**src/kfst_pkg.sv**
```systemverilog
// Shared types and codes for the keyed flag table.
// Used by kfst_ram, kfst_ctrl and keyed_flag_table_swap_remove_top; no dependencies.
package kfst_pkg;

  localparam logic [1:0] KIND_ADD    = 2'd0;
  localparam logic [1:0] KIND_REMOVE = 2'd1;
  localparam logic [1:0] KIND_QUERY  = 2'd2;

  localparam logic [2:0] ST_UPDATED   = 3'd0;
  localparam logic [2:0] ST_INSERTED  = 3'd1;
  localparam logic [2:0] ST_FULL      = 3'd2;
  localparam logic [2:0] ST_REMOVED   = 3'd3;
  localparam logic [2:0] ST_NOT_FOUND = 3'd4;
  localparam logic [2:0] ST_QUERY     = 3'd5;

  typedef struct packed {
    logic [1:0]  kind;
    logic [31:0] key;
    logic [15:0] flags;
  } cmd_t;

  typedef struct packed {
    logic [3:0] slot;
    logic [2:0] status;
    logic [4:0] entry_count;
    logic [4:0] active_count;
  } result_t;

  typedef struct packed {
    logic [31:0] key;
    logic [15:0] flags;
  } entry_t;

  typedef enum logic [2:0] {
    S_IDLE,
    S_SEARCH,
    S_MOVE_RD,
    S_MOVE_WR,
    S_COUNT,
    S_DONE
  } state_t;

endpackage

```
**src/kfst_ram.sv**
```systemverilog
// Entry store of the keyed flag table: one write port, one registered read port.
// Depends on kfst_pkg for entry_t.
module kfst_ram
  import kfst_pkg::*;
#(
  parameter int TABLE_DEPTH,
  parameter int AW
) (
  input  logic          clk,
  input  logic          we,
  input  logic [AW-1:0] waddr,
  input  entry_t        wdata,
  input  logic [AW-1:0] raddr,
  output entry_t        rdata
);

  entry_t mem [TABLE_DEPTH];

  always_ff @(posedge clk) begin
    if (we) begin
      mem[waddr] <= wdata;
    end
  end

  always_ff @(posedge clk) begin
    rdata <= mem[raddr];
  end

endmodule

```
**src/kfst_ctrl.sv**
```systemverilog
// Sequencer and shared compare unit of the keyed flag table: search, move, count.
// Depends on kfst_pkg; drives the ports of kfst_ram.
module kfst_ctrl
  import kfst_pkg::*;
#(
  parameter int TABLE_DEPTH,
  parameter int AW,
  parameter int CW
) (
  input  logic          clk,
  input  logic          rst,
  input  logic          start,
  input  cmd_t          cmd,
  input  logic [15:0]   mask,
  output logic          busy,
  output logic          done,
  output result_t       result,
  output logic          mem_we,
  output logic [AW-1:0] mem_waddr,
  output entry_t        mem_wdata,
  output logic [AW-1:0] mem_raddr,
  input  entry_t        mem_rdata
);

  state_t        state, state_next;
  cmd_t          op;
  logic [CW-1:0] used;
  logic [CW-1:0] idx;
  logic [CW-1:0] rd_idx;
  logic [CW-1:0] pos;
  logic [CW-1:0] act_cnt;
  logic [CW-1:0] slot_r;
  logic [CW-1:0] last;
  logic [2:0]    status_r;
  logic          rd_pend;

  logic hit, is_act, issue, scan_end, full;

  // Shared compare unit: key match and active test on the word just read
  assign hit      = rd_pend && (mem_rdata.key == op.key);
  assign is_act   = rd_pend && ((mem_rdata.flags & mask) != 16'd0);
  assign issue    = idx < used;
  assign scan_end = !issue && !rd_pend;
  assign full     = used == CW'(TABLE_DEPTH);
  assign last     = used - 1'b1;

  always_ff @(posedge clk) begin
    if (rst) begin
      state <= S_IDLE;
    end else begin
      state <= state_next;
    end
  end

  always_comb begin
    state_next = state;
    unique case (state)
      S_IDLE: begin
        if (start) begin
          if (cmd.kind == KIND_ADD) begin
            state_next = full ? S_COUNT : S_SEARCH;
          end else if (cmd.kind == KIND_REMOVE) begin
            state_next = S_SEARCH;
          end else begin
            state_next = S_COUNT;
          end
        end
      end
      S_SEARCH: begin
        if (hit) begin
          state_next = (op.kind == KIND_REMOVE) ? S_MOVE_RD : S_COUNT;
        end else if (scan_end) begin
          state_next = S_COUNT;
        end
      end
      S_MOVE_RD: state_next = S_MOVE_WR;
      S_MOVE_WR: state_next = S_COUNT;
      S_COUNT: begin
        if (scan_end) begin
          state_next = S_DONE;
        end
      end
      S_DONE:  state_next = S_IDLE;
      default: state_next = S_IDLE;
    endcase
  end

  always_comb begin
    mem_we    = 1'b0;
    mem_waddr = pos[AW-1:0];
    mem_wdata = '{key: op.key, flags: op.flags};
    mem_raddr = idx[AW-1:0];
    unique case (state)
      S_SEARCH: begin
        if (hit && op.kind == KIND_ADD) begin
          mem_we    = 1'b1;
          mem_waddr = rd_idx[AW-1:0];
        end else if (!hit && scan_end && op.kind == KIND_ADD) begin
          mem_we    = 1'b1;
          mem_waddr = used[AW-1:0];
        end
      end
      S_MOVE_RD: mem_raddr = last[AW-1:0];
      S_MOVE_WR: begin
        mem_we    = 1'b1;
        mem_wdata = mem_rdata;
      end
      default: ;
    endcase
  end

  always_ff @(posedge clk) begin
    if (rst) begin
      used    <= '0;
      rd_pend <= 1'b0;
    end else begin
      unique case (state)
        S_IDLE: begin
          idx     <= '0;
          rd_pend <= 1'b0;
          act_cnt <= '0;
          if (start) begin
            op     <= cmd;
            slot_r <= '0;
            if (cmd.kind == KIND_ADD) begin
              status_r <= ST_FULL;
            end else if (cmd.kind == KIND_REMOVE) begin
              status_r <= ST_NOT_FOUND;
            end else begin
              status_r <= ST_QUERY;
            end
          end
        end
        S_SEARCH: begin
          rd_idx <= idx;
          if (hit) begin
            pos      <= rd_idx;
            slot_r   <= rd_idx;
            status_r <= (op.kind == KIND_REMOVE) ? ST_REMOVED : ST_UPDATED;
            idx      <= '0;
            rd_pend  <= 1'b0;
          end else if (scan_end) begin
            if (op.kind == KIND_ADD) begin
              slot_r   <= used;
              used     <= used + 1'b1;
              status_r <= ST_INSERTED;
            end
            idx     <= '0;
            rd_pend <= 1'b0;
          end else begin
            // Advance the read pointer while entries remain
            rd_pend <= issue;
            if (issue) begin
              idx <= idx + 1'b1;
            end
          end
        end
        S_MOVE_RD: ;
        S_MOVE_WR: begin
          used    <= last;
          idx     <= '0;
          rd_pend <= 1'b0;
        end
        S_COUNT: begin
          rd_pend <= issue;
          rd_idx  <= idx;
          if (issue) begin
            idx <= idx + 1'b1;
          end
          if (is_act) begin
            act_cnt <= act_cnt + 1'b1;
          end
        end
        S_DONE: ;
        default: ;
      endcase
    end
  end

  always_comb begin
    busy                = state != S_IDLE;
    done                = state == S_DONE;
    result.slot         = 4'(slot_r);
    result.status       = status_r;
    result.entry_count  = 5'(used);
    result.active_count = 5'(act_cnt);
  end

endmodule

```
**src/keyed_flag_table_swap_remove_top.sv**
```systemverilog
// Top level of the keyed flag table with swap-on-remove.
// Depends on kfst_pkg, kfst_ram and kfst_ctrl.
//
// Packed table of up to TABLE_DEPTH (key, flags) entries. Pulse start with a
// command while busy is low; the item is taken at that edge and busy stays high
// until the result has been shown. The result appears on result for exactly one
// cycle with done high; it cannot be held off, so capture it on that cycle. The
// single read port of the entry store is walked one entry per cycle. An add or
// remove first searches for the key: an add that hits updates the entry in
// place and one that misses appends it, and a remove that hits moves the last
// entry into the freed slot. Then every item counts the active entries before
// its result is shown; a query or a rejected add goes straight to the count.
// The table starts empty after reset; no clearing pass is run, since only data
// read from slots below the fill count is ever used. Write active_mask via
// cfg_we and cfg_wdata only while busy is low.
module keyed_flag_table_swap_remove_top
  import kfst_pkg::*;
#(
  parameter int TABLE_DEPTH = 16
) (
  input  logic        clk,
  input  logic        rst,
  input  logic        cfg_we,
  input  logic [15:0] cfg_wdata,
  input  logic        start,
  input  cmd_t        cmd,
  output logic        busy,
  output logic        done,
  output result_t     result
);

  // Slot address and fill-count widths
  localparam int AW = (TABLE_DEPTH > 1) ? $clog2(TABLE_DEPTH) : 1;
  localparam int CW = $clog2(TABLE_DEPTH + 1);

  logic [15:0]   active_mask;
  logic          mem_we;
  logic [AW-1:0] mem_waddr;
  logic [AW-1:0] mem_raddr;
  entry_t        mem_wdata;
  entry_t        mem_rdata;

  // Hold the active mask; reset value selects the two lowest flag bits
  always_ff @(posedge clk) begin
    if (rst) begin
      active_mask <= 16'h0003;
    end else if (cfg_we) begin
      active_mask <= cfg_wdata;
    end
  end

  kfst_ram #(
    .TABLE_DEPTH(TABLE_DEPTH),
    .AW         (AW)
  ) u_ram (
    .clk  (clk),
    .we   (mem_we),
    .waddr(mem_waddr),
    .wdata(mem_wdata),
    .raddr(mem_raddr),
    .rdata(mem_rdata)
  );

  // Sequence search, move and count over the store
  kfst_ctrl #(
    .TABLE_DEPTH(TABLE_DEPTH),
    .AW         (AW),
    .CW         (CW)
  ) u_ctrl (
    .clk      (clk),
    .rst      (rst),
    .start    (start),
    .cmd      (cmd),
    .mask     (active_mask),
    .busy     (busy),
    .done     (done),
    .result   (result),
    .mem_we   (mem_we),
    .mem_waddr(mem_waddr),
    .mem_wdata(mem_wdata),
    .mem_raddr(mem_raddr),
    .mem_rdata(mem_rdata)
  );

`ifndef SYNTHESIS
  // An accepted item keeps the block busy
  a_accept_busy: assert property (@(posedge clk) disable iff (rst)
    start && !busy |=> busy)
    else $error("busy not raised after an accepted item");

  // A result only ever follows a busy cycle
  a_done_after_busy: assert property (@(posedge clk) disable iff (rst)
    done |-> $past(busy))
    else $error("result shown without an item in progress");

  // A rejected add reports a full table
  a_full_count: assert property (@(posedge clk) disable iff (rst)
    done && result.status == ST_FULL |-> result.entry_count == 5'(TABLE_DEPTH))
    else $error("full rejection with table not full");

  // Active entries never outnumber used entries; checked only for TABLE_DEPTH up to 16
  a_active_le_used: assert property (@(posedge clk) disable iff (rst)
    done |-> (TABLE_DEPTH > 16) || (result.active_count <= result.entry_count))
    else $error("active count exceeds entry count");
`endif

endmodule
```
**config.mk**
```make
export PLATFORM = sky130hd
export DESIGN_NAME = keyed_flag_table_swap_remove_top
export DESIGN_NICKNAME = d
export VERILOG_FILES = /design/src/kfst_pkg.sv /design/src/kfst_ram.sv /design/src/kfst_ctrl.sv /design/src/keyed_flag_table_swap_remove_top.sv
export SDC_FILE = /design/constraint.sdc
export NUM_CORES = 1
export LEC_CHECK = 0
export ABC_CLOCK_PERIOD_IN_PS = 20900
export BUFFER_PORTS_ARGS = -buffer_cell sky130_fd_sc_hd__buf_2
export CAP_MARGIN = 5
export CORE_MARGIN = 4
export CORE_UTILIZATION = 42
export CTS_BUF_LIST = sky130_fd_sc_hd__clkbuf_4 sky130_fd_sc_hd__clkbuf_8
export DETAILED_ROUTE_END_ITERATION = 7
export PLACE_DENSITY = 0.68
export SKIP_LAST_GASP = 1
export SLEW_MARGIN = 10
export SYNTH_ARGS = -nofsm -noshare
export SYNTH_HDL_FRONTEND = slang
export SYNTH_SLANG_ARGS = --single-unit
```
**constraint.sdc**
```tcl
create_clock -name clk -period 20.9 [get_ports clk]
set_clock_uncertainty 0.1 [all_clocks]
set_input_delay 6.27 -clock clk [delete_from_list [all_inputs] [get_ports clk]]
set_output_delay 6.27 -clock clk [all_outputs]
set_load 0.01 [all_outputs]
```
==> impl_metrics.json <==
{
  "grt_pass1_vias": 21000,
  "maxCapViolations": 0,
  "power.density_nw_per_um2": 97.1,
  "arrival_ns": 1.80,
  "grt_pass1_wl_mm": 126,
  "cts_resized": 0,
  "boundaryPins": 89,
  "post_synth_num_cell_types": 58,
  "worstPathMaxFanout": 18,
  "synth_edf_count": 843,
  "grt_setup_unrepaired": "no",
  "critPathRequiredTime_ns": 14.53,
  "synth.area.top_cells": "edfxtp_1 (69%), a211oi_1 (6.9%), dfxtp_1 (4.0%)",
  "cts_buffers": 145,
  "clk_pin_slew_ns": 0.05,
  "synthArstFlopShare": 0,
  "worstSkewPairLatency_ns": 0.79,
  "avgViaCountPerCell": 5.64,
  "slew_headroom": 0.199,
  "synth.most_common_cell": "edfxtp_1",
  "fin_crit_ns": 8.17,
  "synth_top_area_cell": "edfxtp_1",
  "hold_buffers": 0,
  "finalMaxSlewViolations": 0,
  "syn_inst": 2415,
  "finalCritPeriodShare": 0.391,
  "drc": 0,
  "synth.avg_cell_area_um2": 15.1,
  "drt_iter0_markers": 1889,
  "ir_worst_vdd_uv": 59.5,
  "clock.fmax_mhz": 122,
  "die_w_um": 303,
  "grt_max_degree": 230,
  "numClockSinks": 916,
  "wl_mm": 84.9,
  "yosys.area.top_type_share": 0.692,
  "ys_seq_area_frac": 0.732,
  "dp_hpwl_mm": 41.0,
  "vias": 21300,
  "hold_path.class": "flip-flop to flip-flop",
  "multi_input_area_um2": 9040,
  "startpoint_type": "flip-flop",
  "clockBufferDepth": 3,
  "cts-root-buf": "clkbuf_8",
  "portBuffers": 88,
  "synth_warnings": 0,
  "fillers": 7228,
  "status": "complete, no violations",
  "fin_hold_ws_ns": 0.406,
  "finalHoldViolCount": 0,
  "routabilityCongestion": 0.835,
  "grt_use_total": 0.183,
  "syn_nets": 2494,
  "post_drt_wl_per_cell_um": 22.5,
  "synth_ff_type": "edfxtp_1",
  "detail-route-antenna-nets": 0,
  "drt_pre_antenna_iters": 5,
  "antenna_found_initial": 2,
  "post_cts_buffers": 0,
  "tightest_slew_ns": 1.20,
  "ys_ff_latch": 916,
  "die_area_um2": 91900,
  "leakage_uw": 0.0135,
  "finalSetupViolCount": 0,
  "seqCellArea_um2": 26800,
  "coreArea_um2": 85800,
  "drive_above_1_share": 0.171,
  "path_class": "flip-flop to primary output",
  "htree_levels": 4,
  "tritoncts": "built",
  "fin_nets": 2599,
  "yosys-top-cells-count": "edfxtp_1 (843), a211oi_1 (338), nand2_1 (211)",
  "fp.dieH_um": 303,
  "syn_to_final_growth_pct": 12.1,
  "initial_core_util": 0.426,
  "rows": 107,
  "netlist_area_um2": 36600,
  "setup-tns-final_ns": 0,
  "cp-end-kind": "primary output",
  "grt.overflow.total": 0
}
==> through the flow <==
stage / worst slack (ns) / util / power (uW) / cell area [um2] / instances
3_3_place_gp: 12.58 / 0.444 / 2490 / 38100 / 3517
6_report: 12.73 / 0.478 / 3980 / 41000 / 3779
5_1_grt: 12.64 / 0.478 / 4140 / 41000 / 3779
3_5_place_dp: 12.56 / 0.444 / 2510 / 38100 / 3517
2_1_floorplan: 12.77 / - / 2410 / 36600 / 2415
4_1_cts: 12.68 / 0.478 / 4010 / 41000 / 3778
==> power by group <==
group	switching, uW	internal [uW]
logic	251	136
clock network	681	828
registers	37.5	2050
total	969	3010
==> critical path, cell delays in order (launching register included) <==
cell and delay (ns):
dfxtp_1 0.50, or3_1 0.39, buf_2 0.15
==> cell families after synthesis <==
logic type	synth area share
AO/OA/AOI/OAI	0.108
XOR/XNOR	0.0113
adder cells (fa/ha/maj)	0.00308
buffers and inverters	0.0248
flip-flops	0.732
multiplexers	0.0477
AND/OR/NAND/NOR	0.0726
==> registers in the layout, summed over array words and instances, names as in the netlist <==
signal / cells
active_mask: 16
u_ctrl.act_cnt: 5
u_ctrl.idx: 5
u_ctrl.op: 50
u_ctrl.pos: 4
u_ctrl.rd_idx: 4
u_ctrl.rd_pend: 1
u_ctrl.slot_r: 4
u_ctrl.state: 3
u_ctrl.status_r: 3
u_ctrl.used: 5
u_ram.mem: 768
u_ram.rdata: 48
==> placed cells by master (no fill, tap or decap), types with 6 or more instances in the layout <==
cell and instances:
a211oi_1 338, a21oi_1 108, a22oi_1 6, a31oi_1 97, and2_1 96, buf_2 88
buf_4 36, clkbuf_4 63, clkbuf_8 160, clkinv_1 15, clkinv_2 9, clkinvlp_4 10
dfxtp_1 73, edfxtp_1 843, ha_1 9, inv_1 8, mux2_2 48, mux2i_1 117
nand2_1 210, nand3_1 9, nand4_1 12, nor2_1 48, nor2b_1 100, nor3_1 6
nor4_2 6, xnor2_1 40, xor2_1 7
==> layout make-up <==
type | instances | share of cell area
Sequential cell | 916 | 0.653
Timing Repair Buffer | 128 | 0.0193
Clock buffer | 223 | 0.0653
Tap cell | 1144 | 0.0349
Multi-Input combinational cell | 1321 | 0.221
Clock inverter | 38 | 0.00592
Inverter | 8 | 0.000733
Antenna cell | 1 | 0.0000611
==> worst paths after layout <==
path	from	to	slack, ns	cells after the start
hold / removal	u_ctrl.rd_idx[3]	u_ctrl.pos[3]	0.41	0
setup / recovery	u_ctrl.state[1]	busy	12.73	2
hold reg to reg	u_ctrl.rd_idx[3]	u_ctrl.pos[3]	0.41	0
setup reg to reg	u_ctrl.op[38]	u_ram.mem[15][34]	15.46	8
==> routing by layer <==
| layer | global-route usage | vias to the layer above | wire length (um) |
|---|---|---|---|
| met4 | 0.0710 | 2 | 2280 |
| met1 | 0.256 | 10800 | 37500 |
| met2 | 0.282 | 782 | 38500 |
| met5 | 0 | - | 13 |
| met3 | 0.0384 | 153 | 6590 |
| li1 | - | 9615 | - |
Power figures use the tool's default switching activity.
